## src/rtl/sacts_row_mem.sv

```systemverilog
// Synchronous single-port-write, single-port-read memory with a registered read.
// No dependencies; holds one cache set per row.
`timescale 1ns / 1ps
module sacts_row_mem #(
	parameter int WIDTH  = 8,
	parameter int DEPTH  = 16,
	parameter int ADDR_W = 4
) (
	input  logic              clk,
	input  logic              we,
	input  logic [ADDR_W-1:0] waddr,
	input  logic [WIDTH-1:0]  wdata,
	input  logic              re,
	input  logic [ADDR_W-1:0] raddr,
	output logic [WIDTH-1:0]  rdata
);

	logic [WIDTH-1:0] mem [DEPTH];

	// Write port.
	always_ff @(posedge clk) begin
		if (we) begin
			mem[waddr] <= wdata;
		end
	end

	// Registered read port.
	always_ff @(posedge clk) begin
		if (re) begin
			rdata <= mem[raddr];
		end
	end

endmodule

```

## config.mk

```make
export PLATFORM = sky130hd
export DESIGN_NAME = sacts_row_mem
export DESIGN_NICKNAME = d
export VERILOG_FILES = /design/src/rtl/sacts_row_mem.sv
export SDC_FILE = /design/constraint.sdc
export NUM_CORES = 1
export LEC_CHECK = 0
export BUFFER_PORTS_ARGS = -buffer_cell sky130_fd_sc_hd__buf_2
export CAP_MARGIN = 15
export CORE_ASPECT_RATIO = 0.6
export CORE_MARGIN = 2
export CORE_UTILIZATION = 51
export DETAILED_ROUTE_END_ITERATION = 10
export PLACE_DENSITY = 0.68
export SYNTH_ARGS = -nofsm -noshare
export SYNTH_HDL_FRONTEND = slang
export SYNTH_SLANG_ARGS = --single-unit
```

## constraint.sdc

```tcl
create_clock -name clk -period 1.7 [get_ports clk]
set_input_delay 0.085 -clock clk [delete_from_list [all_inputs] [get_ports clk]]
set_output_delay 0.085 -clock clk [all_outputs]
set_load 0.02 [all_outputs]
```

==> flow_summary.json, run 1 <==
{
  "status": "finished clean",
  "yosys_warnings": 0,
  "antenna_found_initial": 1,
  "synth_top_family_by_area": "multiplexers",
  "synth_fa_ha_area_share_pct": 0,
  "final-max-slew-violation-count": 0,
  "pin_count": 27,
  "synth_edf_count": 136,
  "die_y_microns": 82.42,
  "dpl.hpwl_mm": 6.691,
  "grt_pass1_vias": 2584,
  "drive_gt1_share_pct": 32.33,
  "drtIter0Drc": 305,
  "required_ns": 1.86,
  "max_freq_ghz": 0.6626,
  "finalHoldViolCount": 0,
  "track_usage_pct": 21.05,
  "holdBufCountCts": 0,
  "cts.clk_slew.worst_paths_ns": 0.06,
  "finalNonFillerCells": 435,
  "grt_max_degree": 33,
  "p_per_area_mw_per_mm2": 1265,
  "cts_tree": "yes",
  "dieArea_sq_mm": 0.01110,
  "wl_per_cell_microns": 23.26,
  "ys.flop_type": "edfxtp_1",
  "drc": 0,
  "clkLatencyLatePin_ns": 0.42,
  "area_delta_synth_final_pct": 19.77,
  "ir_worst_vdd_uv": 774.0,
  "drv_cap": 0,
  "cts_buffer_depth": 2,
  "root_buffer": "clkbuf_16",
  "startpoint_type": "register",
  "fp-row-count": 28,
  "async_flop_share_pct": 0,
  "grt_setup_unrepaired": "no",
  "p_leak_nw": 2.142,
  "final_util_pct": 63.15,
  "yosys.cell_types.count": 18,
  "die_x_microns": 134.7,
  "finalSetupTns_ns": 0,
  "fin_crit_ns": 1.509,
  "grt_pass1_wl_mm": 15.69,
  "htree_levels": 4,
  "post-route-period-util_pct": 88.78,
  "fin_nets": 306,
  "yosys.area.top_type": "edfxtp_1",
  "yosysSeqAreaShare_pct": 78.12,
  "critPathArrivalTime_ns": 1.67,
  "portBuffers": 26,
  "worstHoldPathType": "in -> reg",
  "globalplace.congestion": 0.7132,
  "yosys-top-cells-area": "edfxtp_1, mux4_2, mux4_1",
  "core_sq_mm": 0.009915,
  "synth_top_area_share_pct": 78.12,
  "synth_area_sq_mm": 0.005228,
  "wirelength_mm": 10.12,
  "crit_fanout": 1,
  "crit_path_end_kind": "register",
  "ys_ff_latch": 136,
  "synth-compound-area-share_pct": 2.298,
  "yosysMostFrequentCell": "edfxtp_1",
  "muxShareOfSynthArea_pct": 14.79,
  "antenna_cells": 0,
  "firstDrtPassIters": 4,
  "setup.worst_path.class": "reg -> reg",
  "cts_setup_buffers": 0,
  "cts_sinks": 136,
  "overflow": 0,
  "synth-simple-area-share_pct": 3.135,
  "cts_resized": 0,
  "finalSetupViolations": 0,
  "relSlewSlack_pct": 71.37,
  "synth-xor-area-share_pct": 0,
  "synthTopCellsByCount": "edfxtp_1, mux4_2, a22oi_1, mux4_1, nor2_1",
  "start_util_pct": 52.73,
  "hold_ws_ns": 0.03539,
  "routed_via_density": 5.768,
  "cts_buffers": 17,
  "worst_pin_slew_ns": 0.4294,
  "vias": 2509,
  "avgSynthCellArea_sq_um": 22.83,
  "syn-instance-count": 229,
  "synth_nets": 248,
  "dp_cells": 403,
  "fin_skew_ns": 0.005161,
  "antenna_left": 0
}
final cells by class:
class                   instances  area, sq um
clock buffers                  18        429.2
clock inverters                14        181.4
fillers                       707         3654
multi-input cells              83         1057
flip-flops and latches        136         4084
well taps                     135        168.9
repair buffers                 49        340.3
metrics by stage:
| step | setup WS [ns] | power (mW) | cell area [sq um] |
|---|---|---|---|
| finish | 0.1907 | 7.922 | 6261 |
| global placement | 0.04744 | 4.234 | 5650 |
| detailed placement | 0.01551 | 4.247 | 5650 |
| global route | 0.1275 | 8.173 | 6261 |
| floorplan | 0.1221 | 4.074 | 5228 |
| CTS | 0.1522 | 7.989 | 6261 |
critical path: stages, from the launching register on:
cell and delay [ns]:
edfxtp_1 0.37, mux4_1 0.53, a22oi_1 0.27, nand2_1 0.09
cells in the final DEF (no fill, tap or decap), types with 9 or more instances in the layout:
| cell type | count |
|---|---|
| edfxtp_1 | 136 |
| nand2_1 | 9 |
| buf_4 | 20 |
| mux4_1 | 14 |
| nor2_1 | 13 |
| mux4_2 | 18 |
| clkbuf_16 | 17 |
| a22oi_1 | 16 |
| buf_2 | 26 |
registers in the layout (all words and copies together), names as in the netlist:
register,flops
rdata,8
mem,128
worst paths after layout:
| path | slack (ns) | to | startpoint | cells past startpoint |
|---|---|---|---|---|
| max | 0.19 | rdata[1] | mem[10][1] | 3 |
| min | 0.04 | rdata[6] | re | 1 |
| max reg2reg | 0.19 | rdata[1] | mem[10][1] | 3 |
| min reg2reg | 0.76 | rdata[3] | mem[4][3] | 3 |
cells by family after synthesis:
| logic type | count (synthesis) |
|---|---|
| multiplexers | 32 |
| AND/OR/NAND/NOR | 35 |
| buffers and inverters | 10 |
| AO/OA/AOI/OAI | 16 |
| flip-flops | 136 |
power breakdown:
group	internal [mW]	leakage, nW	switching, mW
clock	2.43	0.298	1.32
sequential	3.78	1.24	0.0227
combinational	0.157	0.607	0.213
metal layers:
| metal | share of wire, % | vias to the layer above | wire length (microns) | track usage (%) |
|---|---|---|---|---|
| met5 | 0.11 | - | 11 | 0 |
| met4 | 1.7 | 2 | 174 | 9.579 |
| met3 | 11 | 18 | 1147 | 6.532 |
| met2 | 43 | 120 | 4324 | 28.88 |
| met1 | 44 | 1272 | 4460 | 31.28 |
| li1 | - | 1097 | - | - |
No activity file was read; power rests on OpenSTA's default activity.
==> inputs of run 2 (changes only) <==
==> constraint.sdc (replaced) <==
create_clock -name clk -period 1.4 [get_ports clk]
set_input_delay 0.07 -clock clk [delete_from_list [all_inputs] [get_ports clk]]
set_output_delay 0.07 -clock clk [all_outputs]
set_load 0.02 [all_outputs]
==> run 2 against run 1 <==
The flow now finishes with violations (setup timing). Clock skew up 0.0038 ns. Via count up 0.28%. Register-to-register slack worse by 0.23 ns. Critical path type unchanged. Largest power group is now clock.
==> flow_summary.json, run 2 (synthesis results as in run 1) <==
{
  "cts_buffer_depth": 2,
  "dp_cells": 408,
  "setup.worst_path.class": "reg -> reg",
  "holdCritStartpoint": "wdata[0]",
  "violations": "setup timing",
  "p_per_area_mw_per_mm2": 1545,
  "die_x_microns": 134.7,
  "core_sq_mm": 0.009915,
  "fillers": 677,
  "holdBufCountCts": 0,
  "htree_levels": 4,
  "cts_buffers": 17,
  "p_int_mw": 7.912,
  "p_sw_share_pct": 18.87,
  "layout_common_cells": "edfxtp_1, mux4_2, buf_2",
  "worstHoldPathType": "in -> reg",
  "finalSetupViolations": 3,
  "p_clk_share_pct": 47.7,
  "status": "complete, but fails checks",
  "p_leak_nw": 2.131,
  "cts.clk_slew.worst_paths_ns": 0.06,
  "drive_gt1_share_pct": 38.61,
  "dieArea_sq_mm": 0.01110,
  "routed_via_density": 5.744,
  "grt_max_degree": 17,
  "final-max-slew-violation-count": 0,
  "regMostFlops": "mem",
  "hold_ws_ns": 0.04190,
  "grt_pass1_vias": 2571,
  "worstReg2RegStart": "mem[11][5]",
  "antenna_cells": 0,
  "worst_pin_slew_ns": 0.9570,
  "drtIter0Drc": 296,
  "wl_per_cell_microns": 23.77,
  "firstDrtPassIters": 4,
  "antenna_left": 0,
  "r2r_setup_slack_ns": -0.04,
  "crit_fanout": 1,
  "startpoint_type": "register",
  "portBuffers": 26,
  "fin_crit_ns": 1.437,
  "drc": 0,
  "area_delta_synth_final_pct": 20.75,
  "max_freq_ghz": 0.6958,
  "finalHoldViolCount": 0,
  "dpl.hpwl_mm": 6.893,
  "p_comb_share_pct": 4.9,
  "critPathArrivalTime_ns": 1.59,
  "relSlewSlack_pct": 36.07,
  "finalNonFillerCells": 438,
  "clkLatencyLatePin_ns": 0.42,
  "pin_count": 27,
  "globalplace.congestion": 0.7700,
  "final_util_pct": 63.67,
  "final_common_cell": "edfxtp_1",
  "ff2ff_path_depth": 3,
  "grt_pass1_wl_mm": 15.60,
  "grt_setup_unrepaired": "yes",
  "holdPathStages": 1,
  "crit_path_end_kind": "register",
  "finalSetupTns_ns": -0.07802,
  "cts_tree": "yes",
  "min_to": "mem[8][0]",
  "antenna_found_initial": 0,
  "pwr-share-seq_pct": 47.3,
  "die_y_microns": 82.42,
  "overflow": 0,
  "p_sw_mw": 1.840,
  "fin_nets": 311,
  "wirelength_mm": 10.41,
  "start_util_pct": 52.73,
  "fin_ws_ns": -0.03712,
  "required_ns": 1.56,
  "root_buffer": "clkbuf_16",
  "cts_sinks": 136,
  "fp-row-count": 28,
  "post-route-period-util_pct": 102.7,
  "timing.rr.end": "rdata[5]",
  "reg.largest.list": "mem x128, rdata x8",
  "fin_skew_ns": 0.008974,
  "dp_slack_ns": -0.2335,
  "largest_reg_flops": 128,
  "drv_cap": 0,
  "ir_worst_vdd_uv": 971.6,
  "track_usage_pct": 20.88,
  "vias": 2516
}
[run 2: timing repair]
item,4_1_cts,5_1_grt
buffers inserted,0,0
pin swaps,5,4
endpoints found under the hold margin,0,0
resized for setup,8,9
setup endpoints to repair,6,8
[run 2: power groups by stage]
stage          combinational [mW]  sequential, mW  clock (mW)
3_3_place_gp                0.453            4.70           0
3_5_place_dp                0.464            4.70           0
2_1_floorplan               0.232            4.72           0
5_1_grt                     0.522            4.62        4.89
4_1_cts                     0.480            4.62        4.71
6_report                    0.482            4.62        4.65
[run 2: worst max-delay path by stage]
stage               startpoint       end
floorplan             raddr[0]  rdata[1]
global placement      raddr[0]  rdata[5]
detailed placement    raddr[0]  rdata[5]
CTS                 mem[11][5]  rdata[5]
global route         mem[0][6]  rdata[6]
finish              mem[11][5]  rdata[5]
[run 2: layer usage]
| layer | up-vias | track usage [%] | share of wire [%] |
|---|---|---|---|
| met5 | - | 0 | 0 |
| met3 | 16 | 6.593 | 9.3 |
| met4 | 0 | 7.789 | 1.7 |
| li1 | 1099 | - | - |
| met2 | 115 | 30.46 | 44 |
| met1 | 1286 | 30.00 | 45 |
[run 2: stage by stage]
| step | total power, mW | cell area (sq um) |
|---|---|---|
| after floorplan | 4.947 | 5233 |
| after detailed placement | 5.163 | 5693 |
| final | 9.752 | 6312 |
| after global placement | 5.148 | 5693 |
| after global routing | 10.03 | 6312 |
| after CTS | 9.808 | 6320 |
[run 2: critical path, cell delays in order, from the launching register on]
cell and delay, ns:
edfxtp_1 0.37, mux4_2 0.51, a22oi_2 0.22, nand2_1 0.08
[run 2: final cells by class]
cell class	instances	area, sq um	area share, %
tap	135	168.9	2.676
timing repair buffer	54	377.9	5.986
clock inverter	11	180.2	2.854
clock buffer	19	432.9	6.858
sequential	136	4084	64.70
multi-input combinational	83	1069	16.93
==> inputs of run 3 (changes only) <==
--- a/config.mk
+++ b/config.mk
@@ -8,7 +8,7 @@
 export BUFFER_PORTS_ARGS = -buffer_cell sky130_fd_sc_hd__buf_2
 export CAP_MARGIN = 15
 export CORE_ASPECT_RATIO = 0.6
-export CORE_MARGIN = 2
+export CORE_MARGIN = 5
 export CORE_UTILIZATION = 51
 export DETAILED_ROUTE_END_ITERATION = 10
 export PLACE_DENSITY = 0.68
==> constraint.sdc (replaced) <==
create_clock -name clk -period 1.6 [get_ports clk]
set_input_delay 0.08 -clock clk [delete_from_list [all_inputs] [get_ports clk]]
set_output_delay 0.08 -clock clk [all_outputs]
set_load 0.02 [all_outputs]
==> run 3 against run 2 <==
The run now ends clean. Routed wire length shrank 3.5%. Clock skew is essentially flat. Core utilization shrank 0.29 points. Global-route usage is 3.1 points lower. First-iteration DRC count is 38% lower. Final cell count unchanged.
==> flow_summary.json, run 3 (synthesis results as in run 1) <==
{
  "routed_via_density": 5.628,
  "worstHoldPathType": "in -> reg",
  "critPathArrivalTime_ns": 1.62,
  "drc": 0,
  "antenna_left": 0,
  "reg.largest.list": "mem x128, rdata x8",
  "cts_resized": 0,
  "cp.buffers_inverters": 0,
  "fin_crit_ns": 1.464,
  "regMostFlops": "mem",
  "path_delay_family": "multiplexers",
  "cts_buffer_depth": 2,
  "finalSetupTns_ns": 0,
  "drive_gt1_share_pct": 33.33,
  "p_per_area_mw_per_mm2": 1359,
  "htree_levels": 4,
  "startpoint_type": "register",
  "overflow": 0,
  "holdBufCountCts": 0,
  "dp_slack_ns": -0.01172,
  "wirelength_mm": 10.04,
  "cts_buffers": 17,
  "cpPeakStageDelay_ns": 0.45,
  "dp_cells": 406,
  "cp_slowest_cell": "mux4_2",
  "setup.worst_path.class": "reg -> reg",
  "p_leak_nw": 2.172,
  "cts_tree": "yes",
  "grt_max_degree": 33,
  "grt_pass1_wl_mm": 15.19,
  "drv_cap": 0,
  "crit_path_end_kind": "register",
  "fp-row-count": 28,
  "finalPower_mw": 8.570,
  "crit_fanout": 1,
  "status": "finished clean",
  "pin_count": 27,
  "cts_sinks": 136,
  "post-route-period-util_pct": 91.53,
  "globalplace.congestion": 0.8013,
  "relSlewSlack_pct": 49.07,
  "required_ns": 1.76,
  "start_util_pct": 52.54,
  "finalHoldViolCount": 0,
  "wl_per_cell_microns": 22.93,
  "dieArea_sq_mm": 0.01244,
  "antenna_cells": 0,
  "root_buffer": "clkbuf_16",
  "layout_common_cells": "edfxtp_1, buf_2, buf_4",
  "cts_setup_buffers": 0,
  "worst_pin_slew_ns": 0.7624,
  "core_sq_mm": 0.009950,
  "final-max-slew-violation-count": 0,
  "largest_reg_flops": 128,
  "cts.clk_slew.worst_paths_ns": 0.06,
  "grt_pass1_vias": 2479,
  "die_x_microns": 140.7,
  "clkLatencyLatePin_ns": 0.42,
  "fin_ws_ns": 0.1356,
  "final_common_cell": "edfxtp_1",
  "firstDrtPassIters": 4,
  "track_usage_pct": 17.83,
  "die_y_microns": 88.42,
  "vias": 2465,
  "hold_ws_ns": 0.03063,
  "finalNonFillerCells": 438,
  "fin_nets": 309,
  "grt_setup_unrepaired": "no",
  "antenna_found_initial": 0,
  "area_delta_synth_final_pct": 20.63,
  "drtIter0Drc": 183,
  "portBuffers": 26,
  "ir_worst_vdd_uv": 955.5,
  "dpl.hpwl_mm": 6.505,
  "fin_skew_ns": 0.009002,
  "max_freq_ghz": 0.6829,
  "crit_chain": "mux4_2 -> a22oi_1 -> nand2_1",
  "finalSetupViolations": 0
}
==> run 3: cell types whose count changed in the layout (fill, tap and decap cells not counted) <==
cell      before  now
mux4_1         5   14
mux4_2        27   18
a22oi_1        8   16
a22oi_2        8    0
buf_4         25   23
clkbuf_1       2    0
clkinv_2       3    5
clkinv_4       0    2
nor3_1         3    4
nor3_2         1    0
==> run 3: cell type report <==
cell class              count  area, sq um
multi-input cells          83         1057
flip-flops and latches    136         4084
clock inverters            15        207.7
clock buffers              17        425.4
fillers                   698         3643
repair buffers             52        362.8
well taps                 135        168.9
==> run 3: worst register-to-register path: stages, from the launching register on <==
cell and delay (ns):
edfxtp_1 0.37, mux4_2 0.45, a22oi_1 0.29, nand2_1 0.10
==> run 3: layer usage <==
| layer | GRT usage, % | share of wire [%] |
|---|---|---|
| met5 | 0 | 0 |
| met4 | 6.332 | 0.88 |
| met3 | 6.587 | 10 |
| met2 | 25.30 | 44 |
| met1 | 25.77 | 45 |
==> run 3: power by group <==
part | switching [mW] | leakage (nW) | internal [mW]
logic | 0.226 | 0.625 | 0.166
registers | 0.0225 | 1.24 | 4.02
clock network | 1.40 | 0.311 | 2.74
==> run 3: worst paths after layout <==
kind	startpoint	endpoint	slack (ns)	cells after the start
hold / removal	re	rdata[2]	0.03	1
setup reg to reg	mem[9][0]	rdata[0]	0.14	3
hold reg to reg	mem[7][3]	rdata[3]	0.75	3
setup / recovery	mem[9][0]	rdata[0]	0.14	3
==> run 3: stage by stage <==
stage                     cell area [sq um]  utilization (%)
after floorplan                        5228                -
after global placement                 5673            57.02
after detailed placement               5673            57.02
after CTS                              6306            63.38
after global routing                   6306            63.38
final                                  6306            63.38
